## config.mk

```make
export PLATFORM = sky130hd
export DESIGN_NAME = rail_fence_transposer_flat
export DESIGN_NICKNAME = d
export VERILOG_FILES = /design/src/rft_pkg.sv /design/src/rft_if.sv /design/src/rail_fence_transposer.sv /design/src/flat_wrapper.sv
export VERILOG_INCLUDE_DIRS = /design/src /design/src/src
export SDC_FILE = /design/constraint.sdc
export NUM_CORES = 1
export LEC_CHECK = 0
export BUFFER_PORTS_ARGS = -buffer_cell sky130_fd_sc_hd__buf_4
export CORE_MARGIN = 2
export CORE_UTILIZATION = 41
export DETAILED_ROUTE_END_ITERATION = 10
export GPL_ROUTABILITY_DRIVEN = 0
export GPL_TIMING_DRIVEN = 0
export HOLD_SLACK_MARGIN = 0.1
export PLACE_DENSITY = 0.58
export SETUP_SLACK_MARGIN = 0.3
export SLEW_MARGIN = 20
export SYNTH_ARGS = -nofsm -noshare
export SYNTH_HDL_FRONTEND = slang
export SYNTH_SLANG_ARGS = --single-unit
```

## constraint.sdc

```tcl
create_clock -name clk -period 7 [get_ports clk]
set_clock_uncertainty 0.2 [all_clocks]
set_input_delay 0.35 -clock clk [delete_from_list [all_inputs] [get_ports clk]]
set_output_delay 0.35 -clock clk [all_outputs]
set_load 0.02 [all_outputs]
```

## src/rail_fence_transposer_macros.svh

```systemverilog
// assertion macros for the rail fence transposer
// expects clk and rst_n in the scope of use; no other dependencies
`ifndef RAIL_FENCE_TRANSPOSER_MACROS_SVH
`define RAIL_FENCE_TRANSPOSER_MACROS_SVH

// condition holds at every clock edge out of reset
`define RFT_ASSERT(name, cond, msg) \
    name: assert property (@(posedge clk) disable iff (!rst_n) (cond)) else $error(msg);

// consequent holds in the same cycle as the antecedent
`define RFT_ASSERT_IMPL(name, ante, cons, msg) \
    name: assert property (@(posedge clk) disable iff (!rst_n) (ante) |-> (cons)) \
        else $error(msg);

// consequent holds in the cycle after the antecedent
`define RFT_ASSERT_NEXT(name, ante, cons, msg) \
    name: assert property (@(posedge clk) disable iff (!rst_n) (ante) |=> (cons)) \
        else $error(msg);

`endif

```

## src/rft_pkg.sv

```systemverilog
// shared types and constants for the rail fence transposer
// no dependencies
package rft_pkg;

    localparam int MaxLength = 64;
    localparam int AddrW     = $clog2(MaxLength);
    localparam int CountW    = AddrW + 1;
    localparam int StepW     = CountW + 1;
    localparam int ApbAddrW  = 3;

    typedef logic [7:0]        byte_t;
    typedef logic [AddrW-1:0]  addr_t;
    typedef logic [CountW-1:0] count_t;

    typedef enum logic [3:0] {
        ST_LOAD  = 4'b0001,
        ST_PERM  = 4'b0010,
        ST_FLUSH = 4'b0100,
        ST_EMIT  = 4'b1000
    } state_t;

    localparam logic REG_RAIL_COUNT = 1'b0;
    localparam logic REG_DIRECTION  = 1'b1;

endpackage

```

## src/rft_if.sv

```systemverilog
// stream interfaces of the rail fence transposer: message in, transposed message out
// depends on rft_pkg
interface rft_in_if import rft_pkg::*; ();
    logic  valid;
    logic  ready;
    byte_t in_byte;
    logic  in_last;

    modport source (output valid, output in_byte, output in_last, input ready);
    modport sink   (input valid, input in_byte, input in_last, output ready);
endinterface

interface rft_out_if import rft_pkg::*; ();
    logic  valid;
    logic  ready;
    byte_t out_byte;
    logic  out_last;
    logic  truncated;

    modport source (output valid, output out_byte, output out_last, output truncated,
                    input ready);
    modport sink   (input valid, input out_byte, input out_last, input truncated,
                    output ready);
endinterface

```

## src/rail_fence_transposer.sv

```systemverilog
// rail fence transposer: buffers a message, permutes it over the rails, streams it out
// depends on rft_pkg, rft_if.sv and rail_fence_transposer_macros.svh
//
// a message of n bytes loads at one word per cycle while in the load state, is permuted
// by a shared add/compare zigzag walker followed by a flush state, then streams out at one
// word per cycle unless emit.ready holds the output back; a new message is taken only
// after the last word of the previous one has entered the registered output word
// reset clears control, rail_count to 2 and direction to 0; buffers are not cleared
`include "rail_fence_transposer_macros.svh"

module rail_fence_transposer import rft_pkg::*; (
    input  logic                clk,
    input  logic                rst_n,
    rft_in_if.sink              load,
    rft_out_if.source           emit,
    input  logic                psel,
    input  logic                penable,
    input  logic                pwrite,
    input  logic [ApbAddrW-1:0] paddr,
    input  logic [31:0]         pwdata,
    output logic [31:0]         prdata,
    output logic                pready
);

    // ------------------------------------------------------------------
    // configuration registers
    // ------------------------------------------------------------------
    logic [6:0] rail_count_reg;
    logic       direction_reg;
    logic       cfg_write;

    assign pready    = 1'b1;
    assign cfg_write = psel && penable && pwrite;

    always_ff @(posedge clk or negedge rst_n)
    begin
        if (!rst_n)
        begin
            rail_count_reg <= 7'd2;
            direction_reg  <= 1'b0;
        end
        else if (cfg_write)
        begin
            unique case (paddr[2])
                REG_RAIL_COUNT: rail_count_reg <= pwdata[6:0];
                REG_DIRECTION:  direction_reg  <= pwdata[0];
                default:        rail_count_reg <= rail_count_reg;
            endcase
        end
    end

    always_comb
    begin
        unique case (paddr[2])
            REG_RAIL_COUNT: prdata = {25'd0, rail_count_reg};
            REG_DIRECTION:  prdata = {31'd0, direction_reg};
            default:        prdata = 32'd0;
        endcase
    end

    // ------------------------------------------------------------------
    // control and walker state
    // ------------------------------------------------------------------
    state_t              state_reg, state_next;
    count_t              count_reg, count_next;     // bytes stored so far
    logic                ovf_reg, ovf_next;         // a byte was dropped
    count_t              n_reg, n_next;             // length of the message in flight
    count_t              rails_reg, rails_next;     // saturated rail count
    logic [CountW-1:0]   period_reg, period_next;   // 2*(rails-1)
    logic                dir_reg, dir_next;
    logic                trunc_reg, trunc_next;
    addr_t               k_reg, k_next;             // slot index, then emit index
    addr_t               pos_reg, pos_next;         // message position of current slot
    addr_t               rail_reg, rail_next;
    logic                down_reg, down_next;       // next move heads down the fence
    logic                pend_reg, pend_next;       // buffer read in flight to perm memory
    addr_t               wa_reg, wa_next;
    logic                out_valid_reg, out_valid_next;

    byte_t               buf_rd_reg;
    byte_t               out_byte_reg;
    logic                out_last_reg;
    logic                out_trunc_reg;

    byte_t               msg_mem  [MaxLength];
    byte_t               perm_mem [MaxLength];

    logic                load_fire;
    logic                emit_fire;
    logic                k_done;
    logic                room;
    count_t              count_after;
    count_t              rails_sat;
    logic [CountW-1:0]   step;
    logic [StepW-1:0]    sum;
    logic                wrap;
    addr_t               last_rail;
    addr_t               rd_addr;
    addr_t               wr_addr;

    assign load.ready = (state_reg == ST_LOAD);
    assign load_fire  = load.valid && load.ready;
    assign room       = (count_reg < count_t'(MaxLength));
    assign k_done     = ((count_t'(k_reg) + count_t'(1)) == n_reg);
    assign emit_fire  = (state_reg == ST_EMIT) && (!out_valid_reg || emit.ready);

    assign count_after = room ? count_reg + count_t'(1) : count_reg;

    // rail count of zero is one rail; above the buffer depth it saturates
    always_comb
    begin
        priority if (rail_count_reg == 7'd0)
            rails_sat = count_t'(1);
        else if (count_t'(rail_count_reg) > count_t'(MaxLength))
            rails_sat = count_t'(MaxLength);
        else
            rails_sat = count_t'(rail_count_reg);
    end

    // shared zigzag unit: step along the current rail with a subtract, an add and a compare
    assign last_rail = addr_t'(rails_reg - count_t'(1));

    always_comb
    begin
        priority if (rails_reg == count_t'(1))
            step = CountW'(1);
        else if (rail_reg == addr_t'(0) || rail_reg == last_rail)
            step = period_reg;
        else if (down_reg)
            step = period_reg - {rail_reg, 1'b0};
        else
            step = {rail_reg, 1'b0};
    end

    assign sum  = StepW'(pos_reg) + StepW'(step);
    assign wrap = (sum >= StepW'(n_reg));

    // encrypt gathers by position into slot order, decrypt scatters slots to positions
    assign rd_addr = dir_reg ? k_reg : pos_reg;
    assign wr_addr = dir_reg ? pos_reg : k_reg;

    always_comb
    begin
        state_next     = state_reg;
        count_next     = count_reg;
        ovf_next       = ovf_reg;
        n_next         = n_reg;
        rails_next     = rails_reg;
        period_next    = period_reg;
        dir_next       = dir_reg;
        trunc_next     = trunc_reg;
        k_next         = k_reg;
        pos_next       = pos_reg;
        rail_next      = rail_reg;
        down_next      = down_reg;
        pend_next      = 1'b0;
        wa_next        = wa_reg;
        out_valid_next = out_valid_reg;

        if (out_valid_reg && emit.ready)
            out_valid_next = 1'b0;

        unique case (state_reg)
            ST_LOAD:
            begin
                if (load_fire)
                begin
                    count_next = count_after;
                    ovf_next   = ovf_reg || !room;
                    if (load.in_last)
                    begin
                        // sample config and start the permutation pass
                        n_next      = count_after;
                        trunc_next  = ovf_reg || !room;
                        rails_next  = rails_sat;
                        period_next = CountW'({rails_sat - count_t'(1), 1'b0});
                        dir_next    = direction_reg;
                        count_next  = '0;
                        ovf_next    = 1'b0;
                        k_next      = '0;
                        pos_next    = '0;
                        rail_next   = '0;
                        down_next   = 1'b1;
                        state_next  = ST_PERM;
                    end
                end
            end
            ST_PERM:
            begin
                pend_next = 1'b1;
                wa_next   = wr_addr;
                k_next    = k_reg + addr_t'(1);
                if (wrap)
                begin
                    // move to the head of the next rail
                    rail_next = rail_reg + addr_t'(1);
                    pos_next  = rail_reg + addr_t'(1);
                    down_next = 1'b1;
                end
                else
                begin
                    pos_next  = sum[AddrW-1:0];
                    down_next = !down_reg;
                end
                if (k_done)
                begin
                    k_next     = '0;
                    state_next = ST_FLUSH;
                end
            end
            ST_FLUSH:
            begin
                // last permuted word lands in perm memory this cycle
                state_next = ST_EMIT;
            end
            ST_EMIT:
            begin
                if (emit_fire)
                begin
                    out_valid_next = 1'b1;
                    k_next         = k_reg + addr_t'(1);
                    if (k_done)
                    begin
                        k_next     = '0;
                        state_next = ST_LOAD;
                    end
                end
            end
            default:
            begin
                state_next = ST_LOAD;
            end
        endcase
    end

    always_ff @(posedge clk or negedge rst_n)
    begin
        if (!rst_n)
        begin
            state_reg     <= ST_LOAD;
            count_reg     <= '0;
            ovf_reg       <= 1'b0;
            n_reg         <= count_t'(1);
            rails_reg     <= count_t'(1);
            period_reg    <= '0;
            dir_reg       <= 1'b0;
            trunc_reg     <= 1'b0;
            k_reg         <= '0;
            pos_reg       <= '0;
            rail_reg      <= '0;
            down_reg      <= 1'b1;
            pend_reg      <= 1'b0;
            wa_reg        <= '0;
            out_valid_reg <= 1'b0;
        end
        else
        begin
            state_reg     <= state_next;
            count_reg     <= count_next;
            ovf_reg       <= ovf_next;
            n_reg         <= n_next;
            rails_reg     <= rails_next;
            period_reg    <= period_next;
            dir_reg       <= dir_next;
            trunc_reg     <= trunc_next;
            k_reg         <= k_next;
            pos_reg       <= pos_next;
            rail_reg      <= rail_next;
            down_reg      <= down_next;
            pend_reg      <= pend_next;
            wa_reg        <= wa_next;
            out_valid_reg <= out_valid_next;
        end
    end

    // ------------------------------------------------------------------
    // message buffer: written while loading, read by the walker
    // ------------------------------------------------------------------
    always_ff @(posedge clk)
    begin
        if (load_fire && room)
            msg_mem[count_reg[AddrW-1:0]] <= load.in_byte;
        buf_rd_reg <= msg_mem[rd_addr];
    end

    // ------------------------------------------------------------------
    // permuted buffer: filled in the cycle after the walker visits each slot, read into the output word
    // ------------------------------------------------------------------
    always_ff @(posedge clk)
    begin
        if (pend_reg)
            perm_mem[wa_reg] <= buf_rd_reg;
        if (emit_fire)
        begin
            out_byte_reg  <= perm_mem[k_reg];
            out_last_reg  <= k_done;
            out_trunc_reg <= trunc_reg;
        end
    end

    assign emit.valid     = out_valid_reg;
    assign emit.out_byte  = out_byte_reg;
    assign emit.out_last  = out_last_reg;
    assign emit.truncated = out_trunc_reg;

    // ------------------------------------------------------------------
    // checks
    // ------------------------------------------------------------------
    `RFT_ASSERT(a_count_range, count_reg <= count_t'(MaxLength), "byte count beyond depth")
    `RFT_ASSERT_IMPL(a_walk_in_range, state_reg == ST_PERM,
        (count_t'(k_reg) < n_reg) && (count_t'(pos_reg) < n_reg),
        "walker left the message")
    `RFT_ASSERT_IMPL(a_emit_after_flush, $rose(state_reg == ST_EMIT),
        $past(state_reg == ST_FLUSH), "emission started without flush")
    `RFT_ASSERT_NEXT(a_last_word_ends, emit_fire && k_done,
        out_valid_reg && out_last_reg && state_reg == ST_LOAD,
        "final word did not close the message")

endmodule
```

## src/flat_wrapper.sv

```systemverilog
// flat-port wrapper written by rule: the top's interface ports become plain ports
module rail_fence_transposer_flat import rft_pkg::*;
  (clk, rst_n, psel, penable, pwrite, paddr, pwdata, prdata, pready, load_valid, load_in_byte, load_in_last, load_ready, emit_valid, emit_out_byte, emit_out_last, emit_truncated, emit_ready);
  rft_in_if load_i ();
  rft_out_if emit_i ();
  input  logic clk;
  input  logic rst_n;
  input  logic psel;
  input  logic penable;
  input  logic pwrite;
  input  logic [ApbAddrW-1:0] paddr;
  input  logic [31:0] pwdata;
  output logic [31:0] prdata;
  output logic pready;
  input wire logic [$bits(load_i.valid)-1:0] load_valid;
  input wire logic [$bits(load_i.in_byte)-1:0] load_in_byte;
  input wire logic [$bits(load_i.in_last)-1:0] load_in_last;
  output wire logic [$bits(load_i.ready)-1:0] load_ready;
  output wire logic [$bits(emit_i.valid)-1:0] emit_valid;
  output wire logic [$bits(emit_i.out_byte)-1:0] emit_out_byte;
  output wire logic [$bits(emit_i.out_last)-1:0] emit_out_last;
  output wire logic [$bits(emit_i.truncated)-1:0] emit_truncated;
  input wire logic [$bits(emit_i.ready)-1:0] emit_ready;
  assign load_i.valid = load_valid;
  assign load_i.in_byte = load_in_byte;
  assign load_i.in_last = load_in_last;
  assign load_ready = load_i.ready;
  assign emit_valid = emit_i.valid;
  assign emit_out_byte = emit_i.out_byte;
  assign emit_out_last = emit_i.out_last;
  assign emit_truncated = emit_i.truncated;
  assign emit_i.ready = emit_ready;
  rail_fence_transposer u_core (.clk(clk), .rst_n(rst_n), .load(load_i), .emit(emit_i), .psel(psel), .penable(penable), .pwrite(pwrite), .paddr(paddr), .pwdata(pwdata), .prdata(prdata), .pready(pready));
endmodule
```

==> impl_metrics.tcl, run 1 <==
set metrics [dict create \
    status "finished clean" \
    p_sw_share_pct 29.8 \
    clkSlewWorstSetupHoldPaths_ns 0.06 \
    port_buffers 41 \
    cp_max_fo 10 \
    critPathKind "reg -> reg" \
    synth.most_common_cell "edfxtp_1" \
    dp_hpwl_um 67800 \
    core_sq_um 109000 \
    cts_post_setup_buffers_inserted 0 \
    drc 0 \
    yosysSeqAreaShare_pct 73.5 \
    fin_crit_ns 5.62 \
    power_frac_seq_pct 46.2 \
    grt_pass1_vias 23208 \
    htree_levels 3 \
    worst_ep_required_time_ns 7.37 \
    vias 22948 \
    synth_ff_type "edfxtp_1" \
    yosysUniqueCellTypes 65 \
    grt-ovfl-total 0 \
    cts_root_buf "clkbuf_16" \
    ctsHoldBuffers 30 \
    clock_sinks 1111 \
    yosys_register_bits 1111 \
    max_cap_violations 0 \
    max_clock_freq_mhz 178 \
    fin_ws_ns 1.38 \
    power_frac_clock_pct 30.8 \
    grt_usage_pct 18.7 \
    ant_nets 0 \
    synth_edf_count 1034 \
    place_ws_ns 1.44 \
    instances_no_fill 4097 \
    drv_slew 0 \
    switchingPower_mw 5.51 \
    drt-wirelength-per-cell_um 25.7 \
    grt_max_degree 70 \
    tns_ns 0 \
    routed_wl_um 105000 \
    dieHeight_um 335 \
    max_slew_margin_pct 27.7 \
    antenna_found_initial 0 \
    tritoncts "done" \
    nFillCells 9014 \
    start_util_pct 41.3 \
    crit_path_start_kind "flop" \
    synth_top_area_cell "edfxtp_1" \
    fin_nets 2667 \
    grt_first_pass_wirelength_um 154000 \
    drive_above_1_share_pct 20.5 \
    hold_path_class "in -> async" \
    viasPerCell 5.60 \
    ys_async_sr_fraction_pct 6.21 \
    fin_hold_ws_ns 0.104 \
    synth_top_area_share_pct 69.3 \
    area_delta_synth_final_pct 13.6 \
    cts_buffer_depth 3 \
    syn_avg_cell_area_sq_um 18.9 \
    finalHoldViolations 0 \
    p_leak_nw 16.3 \
    synthTopCellsByCount "1034 x edfxtp_1, 272 x mux4_2, 166 x nor2_1" \
    netlist_area_sq_um 44800 \
    synthTopCellsByArea "edfxtp_1 69%, mux4_2 14%, dfrtp_1 3.6%" \
    diodes 0 \
    rrSetupSlack_ns 1.38 \
    cts_resized 0 \
    first_pass_iters 6 \
    fin_crit_sh_pct 80.3 \
    worstPathArrival_ns 5.99 \
    yosysWarnings 0 \
    dp.cells 3858 \
    num_rows 121 \
    fp.dieArea_sq_um 112000 \
    ir_worst_vdd_uv 207 \
    cts_buffers 112 \
    power_density_nw_per_um2 363 \
    power_frac_comb_pct 23.0 \
    ios 96 \
    p_int_mw 13.0 \
    die_width_um 335 \
    syn_inst 2375 \
    rsz0062_at_grt "no" \
    worst_pin_slew_ns 1.08 \
    setup_viol 0 \
    insertion_delay_ns 0.71 \
    endpoint_kind "flop" \
    drt_iter0_markers 2144 \
]
-- layer usage --
metal	routed length (um)	GRT usage [%]	vias up	part of all wire [%]
met5	0	0	-	0
li1	-	-	9993	-
met1	44900	26.0	12055	43
met4	2820	5.97	0	2.7
met3	6300	3.07	160	6.0
met2	51300	30.5	740	49
-- metrics by stage --
stage          cell area (sq um)  power [mW]  utilization [%]
2_1_floorplan              44900        11.3                -
3_3_place_gp               47000        12.8             43.3
3_5_place_dp               47100        12.9             43.4
4_1_cts                    50900        18.6             46.9
5_1_grt                    50900        19.2             46.9
6_report                   50900        18.5             46.9
-- cells by family (layout without fill, tap and decap cells) --
family	after synthesis	in the layout	share of synthesized area (%)
AOI/OAI and AO/OA	239	239	3.57
xor gates and xnor gates	31	31	0.606
adders and majority gates	27	27	0.788
buffers and inverters	179	463	1.76
DFF	1111	1111	73.5
muxes	336	336	15.1
other	2	26	0.0168
and+or+nand+nor	450	450	4.60
-- layout make-up --
cell class | count | area [sq um] | share of cell area (%)
Sequential cell | 1111 | 33000 | 64.7
Multi-Input combinational cell | 1109 | 11200 | 22.0
Clock buffer | 138 | 2940 | 5.78
Tap cell | 1414 | 1770 | 3.47
Timing Repair Buffer | 76 | 694 | 1.36
Buffer | 153 | 694 | 1.36
Clock inverter | 70 | 567 | 1.11
Inverter | 26 | 97.6 | 0.192
-- placed cells by master, fill, tap and decap left out, types with 8 or more instances in the layout --
cell type	Yosys	routed
edfxtp_1	1034	1034
mux4_2	272	272
nor2_1	166	166
nand2_1	142	142
clkbuf_1	90	114
clkbuf_16	0	114
buf_4	26	68
dfrtp_1	64	64
mux2i_1	54	52
o21ai_0	47	47
a211oi_1	45	45
a21oi_1	44	44
and2_1	34	34
dlygate4sd3_1	0	30
clkinv_1	1	28
conb_1	2	26
clkinv_2	0	26
inv_1	25	25
ha_1	25	25
buf_1	25	24
a31oi_1	23	23
xnor2_1	20	20
nor2b_1	20	20
a311oi_1	18	18
nand3_1	17	17
nand2b_1	16	16
o221ai_1	16	16
buf_2	11	12
xor2_1	11	11
nor3_1	14	10
mux2_2	10	10
and3_1	8	8
o22ai_1	8	8
nand3b_1	8	8
-- worst max-delay path, cell delays in order, from the launching register on --
cell and delay, ns:
dfrtp_1 0.46, or3_4 0.43, or4_1 0.48, a2111oi_1 0.46, a22oi_1 0.20, clkbuf_1 0.26, a21oi_1 0.25, nor2_1 0.10
fa_1 0.46, a21oi_1 0.17, nor2_1 0.06, nor2_1 0.15, o21bai_1 0.09, a21oi_1 0.17, xnor2_1 0.16, ha_1 0.28
a21o_1 0.16, a31oi_1 0.25, o41ai_4 0.21, buf_6 0.23, mux2i_1 0.18, o21ai_1 0.08
-- path summary, 6_finish.rpt --
kind | from | end | cells past startpoint
max reg2reg | u_core.rails_reg[2] | u_core.pos_reg[3] | 21
min in group clk | pwdata[0] | u_core.direction_reg | 3
min | rst_n | u_core.rails_reg[5] | 2
max | u_core.rails_reg[2] | u_core.pos_reg[3] | 21
max in group asynchronous | rst_n | u_core.pos_reg[2] | 2
min reg2reg | u_core.trunc_reg | u_core.emit.truncated | 0
-- power groups by stage --
stage	registers, mW	clock network (mW)	logic (mW)
after global routing	8.60	6.06	4.58
after floorplan	8.43	0	2.89
after CTS	8.55	5.80	4.27
after global placement	8.75	0	4.02
final	8.54	5.69	4.25
after detailed placement	8.69	0	4.22
Note: power is estimated with default switching activity, not from simulation.
==> run 2: changes to the inputs <==
PLACE_DENSITY = 0.6   (was 0.58)
clock period = 4.95 ns   (was 7 ns; I/O delays follow)
==> run 2 against run 1 <==
  * Count of clock-buffer cells in the layout is 1 higher
  * Utilization is 0.66 points higher
  * Global-route usage is 0.24 points higher
  * Power is 49% higher
==> impl_metrics.tcl, run 2 (synthesized netlist as in run 1, its figures left out) <==
set metrics [dict create \
    crit_buf_inv 3 \
    diodes 0 \
    cts_root_buf "clkbuf_16" \
    ios 96 \
    max_clock_freq_mhz 206 \
    antenna_found_initial 0 \
    tns_ns 0 \
    grt_max_degree 65 \
    ant_nets 0 \
    fin_nets 2681 \
    insertion_delay_ns 0.71 \
    drt-wirelength-per-cell_um 25.9 \
    worst_pin_slew_ns 1.07 \
    critPathKind "reg -> reg" \
    switchingPower_mw 8.15 \
    drv_slew 0 \
    p_int_mw 19.4 \
    max_slew_margin_pct 27.4 \
    grt_pass1_vias 23721 \
    final_common_cell "edfxtp_1" \
    path_delay_family "compound AO/OA/AOI/OAI gates" \
    clock_sinks 1111 \
    power_frac_comb_pct 24.0 \
    status "finished clean" \
    endpoint_kind "flop" \
    fp.dieArea_sq_um 112000 \
    routed_wl_um 107000 \
    worst_ep_required_time_ns 5.32 \
    hold_path_class "in -> reg" \
    cts_buffers 113 \
    vias 23259 \
    final_util_pct 47.6 \
    final_cell_mix "1034 x edfxtp_1, 272 x mux4_2, 162 x nor2_1" \
    nFillCells 8926 \
    htree_levels 3 \
    p_sw_share_pct 29.6 \
    grt_usage_pct 19.0 \
    p_leak_nw 16.6 \
    cpMostUsedCell "o21ai_1" \
    max_stage_delay_ns 0.50 \
    finalHoldViolations 0 \
    tritoncts "done" \
    grt_first_pass_wirelength_um 157000 \
    critPathSlowestCell "or4_4" \
    dieHeight_um 335 \
    fin_crit_ns 4.85 \
    ir_worst_vdd_uv 339 \
    power_density_nw_per_um2 533 \
    start_util_pct 41.3 \
    area_delta_synth_final_pct 15.2 \
    viasPerCell 5.65 \
    max_cap_violations 0 \
    clkSlewWorstSetupHoldPaths_ns 0.06 \
    fin_hold_ws_ns 0.157 \
    die_width_um 335 \
    rsz0062_at_grt "yes" \
    power_frac_seq_pct 43.8 \
    dp_hpwl_um 67700 \
    core_sq_um 109000 \
    crit_path_start_kind "flop" \
    first_pass_iters 5 \
    power.total_mw 27.5 \
    fin_crit_sh_pct 98.0 \
    num_rows 121 \
    drc 0 \
    cp_max_fo 8 \
    power_frac_clock_pct 32.2 \
    setup_viol 0 \
    port_buffers 41 \
    drive_above_1_share_pct 22.6 \
    worstPathArrival_ns 5.22 \
    path_cells "or3_4, or4_4, a2111oi_4, a22oi_2, clkbuf_8, a21oi_4, nor2_4, fa_2, a21oi_2, nor2_1, nor2_2, buf_4, xnor2_4, ha_1, a21oi_1, o21ai_1, a31oi_4, o41ai_4, buf_6, mux2i_1, o21ai_1" \
    cts_buffer_depth 3 \
    drt_iter0_markers 2179 \
    grt-ovfl-total 0 \
]
[run 2: cell count changes in the layout (fill, tap and decap cells not counted), moves of 7 or more]
cell       before  now
bufinv_16       5   16
clkbuf_2        0    7
clkbuf_1      114  102
buf_4          68   79
[run 2: power by group through the flow]
stage	Clock (mW)	Combinational, mW	Sequential, mW
final	8.85	6.61	12.0
after global routing	9.34	7.09	12.1
after CTS	8.98	6.54	12.1
after detailed placement	0	6.10	12.3
after global placement	0	5.76	12.4
after floorplan	0	4.17	11.9
[run 2: layout make-up]
cell class | count | area [sq um] | area share (%)
Clock buffer | 139 | 3020 | 5.84
Timing Repair Buffer | 88 | 811 | 1.57
Inverter | 26 | 97.6 | 0.189
Multi-Input combinational cell | 1110 | 11400 | 22.0
Clock inverter | 75 | 882 | 1.71
Buffer | 153 | 727 | 1.41
Tap cell | 1414 | 1770 | 3.43
Sequential cell | 1111 | 33000 | 63.9
[run 2: tightest hold or removal path: stages]
cell           delay, ns
dlygate4sd3_1       0.53
buf_4               0.11
mux2_2              0.13
[run 2: worst paths after layout]
path	startpoint	end	slack [ns]	cells after the start
min	pwdata[0]	u_core.direction_reg	0.16	3
max	u_core.rails_reg[4]	u_core.pos_reg[1]	0.1	21
min in group asynchronous	rst_n	u_core.down_reg	0.49	3
max reg2reg	u_core.rails_reg[4]	u_core.pos_reg[1]	0.1	21
min reg2reg	u_core.trunc_reg	u_core.emit.truncated	0.24	0
max in group asynchronous	rst_n	u_core.wa_reg[0]	3.68	4
[run 2: repair_timing]
item                       4_1_cts  5_1_grt
cloned                           2        0
hold endpoints to repair       604        0
hold buffers                    32        0
resized for setup               22       21
setup buffers                   10        1
setup endpoints to repair       26       21
pin swaps                       12        8
[run 2: layer usage]
layer	up-vias	routed length, um	global-route usage (%)
met1	12288	44700	26.1
met4	0	2410	5.32
met3	159	6480	2.85
met2	793	52900	31.7
met5	-	0	0
li1	10019	-	-
[run 2: per-stage QoR]
stage	instance area (sq um)	std cells	setup slack [ns]
global placement	47000	3854	-0.193
finish	51600	4116	0.0979
floorplan	44900	2399	0.302
CTS	51600	4115	-0.000457
detailed placement	47200	3857	-0.223
global route	51600	4116	-0.147
==> run 3: changes to the inputs <==
CORE_ASPECT_RATIO = 0.6   (was default)
==> run 3 against run 2 <==
  * The run now ends with setup timing left
  * Register-to-register slack worse by 0.16 ns
  * Power is 2.6% lower
  * Fmax fell by 3.3%
  * Count of clock-buffer cells in the layout down 16
  * Via count rose by 3.1%
  * Combinational power up 3.5%
  * Largest power group unchanged
  * Highest routed layer is now met5
==> impl_metrics.tcl, run 3 (synthesized netlist as in run 1, its figures left out) <==
set metrics [dict create \
    hold_path_class "in -> reg" \
    hp-start "pwdata[0]" \
    p_int_mw 18.6 \
    viasPerCell 5.84 \
    tritoncts "done" \
    area_delta_synth_final_pct 14.0 \
    drt-wirelength-per-cell_um 27.5 \
    clock_sinks 1111 \
    final_common_cell "edfxtp_1" \
    rsz0062_at_grt "yes" \
    core_sq_um 108000 \
    ant_nets 0 \
    fin_ws_ns -0.0670 \
    cts_buffers 100 \
    power_density_nw_per_um2 524 \
    critPathSlowestCell "or4_4" \
    htree_levels 3 \
    power_frac_clock_pct 29.1 \
    top_layer "met5" \
    first_pass_iters 6 \
    tns_ns -0.220 \
    dp.cells 3871 \
    clkSlewWorstSetupHoldPaths_ns 0.07 \
    place_ws_ns -0.302 \
    rrSetupSlack_ns -0.07 \
    grt_first_pass_wirelength_um 164000 \
    r2r_start "u_core.rails_reg[4]" \
    worstPathArrival_ns 5.45 \
    switchingPower_mw 8.24 \
    cp_max_fo 5 \
    port_buffers 41 \
    hold_depth 3 \
    fin_hold_ws_ns 0.159 \
    power_frac_seq_pct 45.3 \
    nFillCells 8885 \
    max_clock_freq_mhz 199 \
    min_to "u_core.direction_reg" \
    worst_pin_slew_ns 1.07 \
    die_width_um 431 \
    p_sw_share_pct 30.8 \
    fin_crit_ns 5.02 \
    drv_slew 0 \
    status "finished with violations" \
    setup_viol 5 \
    insertion_delay_ns 0.71 \
    grt_pass1_vias 23366 \
    wl_met2_um 45500 \
    p_leak_nw 16.3 \
    cts_buffer_depth 3 \
    path_cells "or3_4, or4_4, a2111oi_4, a22oi_2, clkbuf_8, nor2_2, a21oi_4, nor2_1, ha_1, buf_4, a21oi_1, o21bai_1, a21oi_2, xnor2_1, ha_1, a21o_1, a31oi_4, buf_4, o41ai_4, o21ai_0, a22o_1" \
    wl_met1_um 53600 \
    max_stage_delay_ns 0.50 \
    ios 96 \
    drive_above_1_share_pct 22.2 \
    endpoint_kind "flop" \
    vias 23988 \
    finalHoldViolations 0 \
    antenna_found_initial 1 \
    grt_max_degree 65 \
    dr_wl_met3_um 12100 \
    grt-ovfl-total 0 \
    ir_worst_vdd_uv 344 \
    max_cap_violations 0 \
    dp_hpwl_um 75800 \
    fin_nets 2678 \
    violations "setup timing" \
    drc 0 \
    max_slew_margin_pct 28.8 \
    num_rows 93 \
    worst_ep_required_time_ns 5.38 \
    reg2reg_to "u_core.rail_reg[0]" \
    final_cell_mix "1034 x edfxtp_1, 272 x mux4_2, 162 x nor2_1" \
    drt_iter0_markers 2957 \
    cts_root_buf "clkbuf_16" \
    dieHeight_um 260 \
    instances_no_fill 4109 \
    grt_usage_pct 20.2 \
    power_frac_comb_pct 25.5 \
    critPathKind "reg -> reg" \
    routed_wl_um 113000 \
    fp.dieArea_sq_um 112000 \
    crit_path_start_kind "flop" \
    fin_crit_sh_pct 101 \
    rr_worst_depth 21 \
    start_util_pct 41.5 \
]
## run 3: cell types whose count changed in the layout (fill, tap and decap cells not counted), moves of 4 or more
cell / delta
a211oi_1: -8
a211oi_2: +8
buf_1: -4
buf_4: +4
bufinv_16: -6
clkbuf_16: -13
clkbuf_2: +4
## run 3: metrics by stage
step	cell area, sq um	power [mW]	utilization, %
2_1_floorplan	44900	16.1	-
3_3_place_gp	47000	18.3	43.6
3_5_place_dp	47200	18.5	43.7
4_1_cts	51000	26.7	47.3
5_1_grt	51100	27.8	47.4
6_report	51100	26.8	47.4
## run 3: worst max-delay path, delay by kind of cell, from the launching register on
| family | cells | cell delay, ns |
|---|---|---|
| compound gates | 11 | 2.05 |
| simple gates | 4 | 1.17 |
| buf+inv | 3 | 0.52 |
| fa+ha+maj | 2 | 0.48 |
| flops | 1 | 0.38 |
| xor+xnor | 1 | 0.14 |
## run 3: how the worst max path moves through the flow
| stage | from | to | slack, ns |
|---|---|---|---|
| 3_3_place_gp | u_core.rails_reg[3] | u_core.rail_reg[1] | -0.18 |
| 5_1_grt | u_core.rails_reg[4] | u_core.rail_reg[2] | -0.29 |
| 4_1_cts | u_core.rails_reg[3] | u_core.pos_reg[4] | -0.09 |
| 3_5_place_dp | u_core.rails_reg[3] | u_core.rail_reg[4] | -0.30 |
| 6_report | u_core.rails_reg[4] | u_core.rail_reg[0] | -0.07 |
| 2_1_floorplan | u_core.rails_reg[3] | u_core.rail_reg[1] | 0.30 |
## run 3: cell type report
type / count / area (sq um) / share of cell area (%)
flip-flops and latches: 1111 / 33000 / 64.5
multi-input cells: 1110 / 11400 / 22.3
clock buffers: 123 / 2660 / 5.21
well taps: 1425 / 1780 / 3.49
repair buffers: 98 / 885 / 1.73
plain buffers: 153 / 732 / 1.43
clock inverters: 62 / 583 / 1.14
inverters: 26 / 97.6 / 0.191
diodes: 1 / 2.50 / 0.00490
## run 3: repair_timing
item | in CTS | in global routing
gates cloned | 3 | 0
pin swaps | 10 | 7
hold buffers | 35 | 0
resized for setup | 27 | 17
setup endpoints to repair | 27 | 23
hold endpoints to repair | 604 | 0
setup buffers | 11 | 3
## run 3: power groups by stage
stage | Clock, mW | Combinational, mW | Sequential (mW)
final | 7.81 | 6.84 | 12.2
after global routing | 8.25 | 7.29 | 12.2
after CTS | 7.93 | 6.65 | 12.1
after detailed placement | 0 | 6.14 | 12.4
after global placement | 0 | 5.87 | 12.4
after floorplan | 0 | 4.17 | 11.9
## run 3: per-layer routing
metal	global-route usage, %	vias up
li1	-	9993
met1	33.2	12696
met2	26.7	1151
met3	5.42	145
met4	3.71	3
met5	0	-
